## config.mk

```make
export PLATFORM = sky130hd
export DESIGN_NAME = srcc_back
export DESIGN_NICKNAME = d
export VERILOG_FILES = /design/src/sv/srcc_pkg.sv /design/src/sv/srcc_back.sv
export SDC_FILE = /design/constraint.sdc
export NUM_CORES = 1
export LEC_CHECK = 0
export ABC_AREA = 1
export BUFFER_PORTS_ARGS = -buffer_cell sky130_fd_sc_hd__buf_2
export CAP_MARGIN = 20
export CORE_MARGIN = 3
export CORE_UTILIZATION = 63
export CTS_CLUSTER_SIZE = 16
export DETAILED_ROUTE_END_ITERATION = 12
export PLACE_DENSITY = 0.95
export SETUP_SLACK_MARGIN = 0.05
export SLEW_MARGIN = 20
export SYNTH_ARGS = -nofsm -noshare
export SYNTH_HDL_FRONTEND = slang
export SYNTH_SLANG_ARGS = --single-unit
```

## constraint.sdc

```tcl
create_clock -name clk -period 5.1 [get_ports clk]
set_clock_uncertainty 0.1 [all_clocks]
set_input_delay 0.51 -clock clk [delete_from_list [all_inputs] [get_ports clk]]
set_output_delay 0.51 -clock clk [all_outputs]
set_load 0.02 [all_outputs]
```

## src/sv/srcc_pkg.sv

```systemverilog
// Shared types, constants and the CRC-32 byte update for the stored record checker.
package srcc_pkg;

    localparam int LEN_WIDTH_DEF = 16;
    localparam int QUEUE_DEPTH   = 4;
    localparam int CFG_DATA_W    = 32;
    localparam int CFG_INDEX_W   = 2;

    localparam logic [31:0] CRC_POLY = 32'hEDB88320;
    localparam logic [31:0] CRC_INIT = 32'hFFFFFFFF;

    localparam logic [CFG_INDEX_W-1:0] REG_MODE    = 2'd0;
    localparam logic [CFG_INDEX_W-1:0] REG_MAGIC   = 2'd1;
    localparam logic [CFG_INDEX_W-1:0] REG_VERSION = 2'd2;
    localparam logic [CFG_INDEX_W-1:0] REG_LENGTH  = 2'd3;

    localparam logic MODE_VERIFY   = 1'b0;
    localparam logic MODE_GENERATE = 1'b1;

    localparam logic CMD_HEADER = 1'b0;
    localparam logic CMD_DATA   = 1'b1;

    localparam logic [2:0] ST_OK     = 3'd0;
    localparam logic [2:0] ST_READ   = 3'd1;
    localparam logic [2:0] ST_HEADER = 3'd2;
    localparam logic [2:0] ST_CRC    = 3'd3;
    localparam logic [2:0] ST_LENGTH = 3'd4;

    typedef struct packed {
        logic        cmd;
        logic [31:0] stored_magic;
        logic [31:0] stored_version;
        logic [31:0] stored_checksum;
        logic [15:0] stored_length;
        logic [7:0]  data_byte;
        logic        last;
        logic        read_fault;
    } in_item_t;

    typedef struct packed {
        logic [2:0]  status;
        logic [31:0] computed_crc;
    } out_item_t;

    // classified work handed from the front to the back
    typedef struct packed {
        logic        is_hdr;
        logic        emit;
        logic [2:0]  status;
        logic [31:0] checksum;
        logic [7:0]  data_byte;
        logic        last;
        logic        fault;
    } op_t;

    localparam int OP_W = $bits(op_t);

    function automatic logic [31:0] crc_feed(input logic [31:0] c, input logic [7:0] b);
        logic [31:0] r;
        r = c ^ {24'd0, b};
        for (int k = 0; k < 8; k++)
        begin
            r = r[0] ? ((r >> 1) ^ CRC_POLY) : (r >> 1);
        end
        return r;
    endfunction

endpackage

```

## src/sv/srcc_back.sv

```systemverilog
// Back part: CRC-32 update, byte count, status decision and result register.
module srcc_back
    import srcc_pkg::*;
#(
    parameter int LEN_WIDTH = LEN_WIDTH_DEF
)
(
    input  logic                 clk,
    input  logic                 rst_n,
    input  logic                 mode,
    input  logic [LEN_WIDTH-1:0] expected_length,
    input  logic                 restart,
    input  logic                 q_valid,
    input  op_t                  q_op,
    output logic                 q_pop,
    output logic                 result_valid,
    input  logic                 result_ready,
    output out_item_t            result
);

    logic [31:0]          crc_reg, crc_next;
    logic [LEN_WIDTH-1:0] count_reg, count_next;
    logic                 fault_reg, fault_next;
    logic [31:0]          chk_reg, chk_next;
    logic                 out_valid_reg, out_valid_next;
    out_item_t            out_reg, out_next;
    logic                 can_take, makes_result;
    logic [31:0]          crc_upd, crc_fin;
    logic                 fault_all;
    logic [LEN_WIDTH:0]   total;

    assign can_take     = !out_valid_reg || result_ready;
    assign makes_result = q_op.is_hdr ? q_op.emit : q_op.last;
    assign q_pop        = q_valid && (can_take || !makes_result);
    assign crc_upd      = crc_feed(crc_reg, q_op.data_byte);
    assign crc_fin      = ~crc_upd;
    assign fault_all    = fault_reg || q_op.fault;
    assign total        = {1'b0, count_reg} + 1'b1;
    assign result_valid = out_valid_reg;
    assign result       = out_reg;

    always_comb
    begin
        crc_next       = crc_reg;
        count_next     = count_reg;
        fault_next     = fault_reg;
        chk_next       = chk_reg;
        out_valid_next = out_valid_reg && !result_ready;
        out_next       = out_reg;
        if (q_pop)
        begin
            if (q_op.is_hdr)
            begin
                crc_next   = CRC_INIT;
                count_next = '0;
                fault_next = 1'b0;
                chk_next   = q_op.checksum;
                if (q_op.emit)
                begin
                    out_valid_next        = 1'b1;
                    out_next.status       = q_op.status;
                    out_next.computed_crc = '0;
                end
            end
            else if (!q_op.last)
            begin
                crc_next   = crc_upd;
                fault_next = fault_all;
                if (count_reg != '1)
                begin
                    count_next = count_reg + 1'b1;
                end
            end
            else
            begin
                crc_next              = CRC_INIT;
                count_next            = '0;
                fault_next            = 1'b0;
                out_valid_next        = 1'b1;
                out_next.computed_crc = crc_fin;
                if (fault_all)
                begin
                    out_next.status = ST_READ;
                end
                else if (mode == MODE_GENERATE)
                begin
                    out_next.status = ST_OK;
                end
                else if (total != {1'b0, expected_length})
                begin
                    out_next.status = ST_LENGTH;
                end
                else if (crc_fin != chk_reg)
                begin
                    out_next.status = ST_CRC;
                end
                else
                begin
                    out_next.status = ST_OK;
                end
            end
        end
        if (restart)
        begin
            crc_next   = CRC_INIT;
            count_next = '0;
            fault_next = 1'b0;
        end
    end

    always_ff @(posedge clk or negedge rst_n)
    begin
        if (!rst_n)
        begin
            crc_reg       <= CRC_INIT;
            count_reg     <= '0;
            fault_reg     <= 1'b0;
            chk_reg       <= '0;
            out_valid_reg <= 1'b0;
        end
        else
        begin
            crc_reg       <= crc_next;
            count_reg     <= count_next;
            fault_reg     <= fault_next;
            chk_reg       <= chk_next;
            out_valid_reg <= out_valid_next;
        end
    end

    always_ff @(posedge clk)
    begin
        out_reg <= out_next;
    end

endmodule

```

==> metrics <==
hpwl dp 14300 um; Inserted Diodes 0; R2R depth 17; #FFs+latches synth 117; syn avg cell area 7.14 um^2; first-pass GRT wire length 33500 um; HP Class in -> async; r2r startpoint crc_reg[1]; drt first pass iters 9; starting density of the core 0.657; RSZ-0062 raised after global routing false; Post-CTS Hold Buffers 0; peak fanout along the critical path 36; grt ovf 0; Sink Count 117; post-synth cell types 39; Root Driver clkbuf_16; setup_tns 0 ps; Max Cap Viol 0; Worst EP arrival 3390 ps; PwrDens 356 nW/um^2; die width 113 um; I/O pin total 106; final slew viol count 0; synthesized net count 1084; CTS-repair resized insts 0; synth warn 0; TritonCTS Buffers 17; detailed-route via count 7434; Core Region 11000 um^2; register area 3140 um^2; Rows 38; final setup vio count 0; WS Path Type in -> reg; Total GRT Usage 0.333; wire length per cell 16.5 um; Main synth FF type dfrtp_1; wirelength, routed 21100 um; VDD IR max 0.000369 V; initial antenna violation count 0; Critical Path Source q_op[46]; LEAKAGE 4.52 nW; maximum root-to-sink buffer count 2; layout cells sized above 1 0.217; CP startpoint kind primary input; max reg flops 35; vias in the first global route 7155; RD Place Congestion 0.970; Yosys top cell area share 0.206; EDFF count, synth 35; Post-DRT Antenna Nets 0; Synth area leaders nand2_1, dfrtp_1, edfxtp_1; WHS 20.9 ps; clk_lat worst skew 430 ps; Worst EP required 5350 ps; Die ar. 12800 um^2; Post-Synthesis Cells 1014; CTS tree built; DRT iter0 DRCs 912; area occupied by multi-input gates 3510 um^2; total setup buffers inserted after CTS 0; ys async rst share 0.701; Filler Cell Count 783; post-DR vias/cell 5.83; Crit. End Element flip-flop; register area share after synthesis 0.434; total power 0.00305 W; status finished clean; Core Util, Final 0.776; H-Tree Depth 4; Slew @ Worst Pin 866 ps; Area growth, synth to finish 18.2%; post-synth top area cell nand2_1; Fin. Hold Viols 0; largest net degree at the start of global routing 83; commonest cells in the netlist nand2_1, inv_1, nand3_1; synthesized area 7240 um^2; period utilisation layout 0.617; Nets 1192; placed cells 1242; DRC viols 0; post-layout min period 3150 ps; fmax 318 MHz; non-filler cells, final 1275; Vert. Die Dim 113 um; relative slew slack 0.422; Port-buffer cells 105; top-count cell post-synth nand2_1; Clock Pin Slew Worst Setup and Hold Paths 50 ps
-- logic make-up after synthesis --
group	share of synthesized area
buf+inv	0.0828
flops	0.434
simple gates	0.379
mux	0.00311
compound gates	0.0809
xor+xnor	0.0188
fa+ha+maj	0.00173
-- worst max-delay path, stage by stage --
cell and delay (ps):
buf_2 610, nor2_1 150, nor2_1 190, nand2_1 80, nand2_1 160, inv_2 70, nor2_2 610, inv_2 400
o21ai_2 240, inv_2 170, o21ai_0 180
-- power breakdown --
part	total (W)	internal [W]	switching, W
combinational	0.000621	0.000188	0.000434
clock	0.00133	0.000902	0.000427
sequential	0.00110	0.00106	0.0000409
-- per-layer routing --
metal  wire length, um  up-vias  global-route usage
li1                  -     3448                   -
met1              7640     3370               0.389
met2             10200      500               0.561
met3              2350      116               0.105
met4               951        0               0.154
met5                 0        -                   0
-- layout make-up --
class	count	share of cell area
Clock buffer	22	0.0555
Clock inverter	10	0.0203
Sequential cell	117	0.367
Timing Repair Buffer	108	0.0671
Inverter	137	0.0601
Tap cell	140	0.0205
Multi-Input combinational cell	741	0.410
-- path summary, 6_finish.rpt --
check | to | slack (ps)
setup / recovery | count_reg[6] | 1950
hold / removal | chk_reg[9] | 20
setup reg to reg | result[32] | 2120
hold reg to reg | crc_reg[12] | 390
max in group asynchronous | chk_reg[23] | 4330
min in group clk | result_valid | 180
-- metrics by stage --
step                cell area, um^2  worst slack (ps)
global placement               7880              1860
floorplan                      7240              2730
global route                   8560              1790
finish                         8560              1950
detailed placement             7880              1640
CTS                            8530              2110
-- cell usage in the layout (no fill, tap or decap), types with 9 or more instances in the layout --
cell type and count:
o21ai_0 36, nand2_4 13, buf_2 104, edfxtp_1 35, nand3_1 96, a22oi_1 12, inv_1 122, dfrtp_1 50
nor2_1 62, a21oi_1 15, xor2_1 9, nand2_1 398, nand2_2 29, o22ai_1 28, clkbuf_16 18, dfstp_2 32
inv_2 15
No activity file was read; power rests on OpenSTA's default activity.
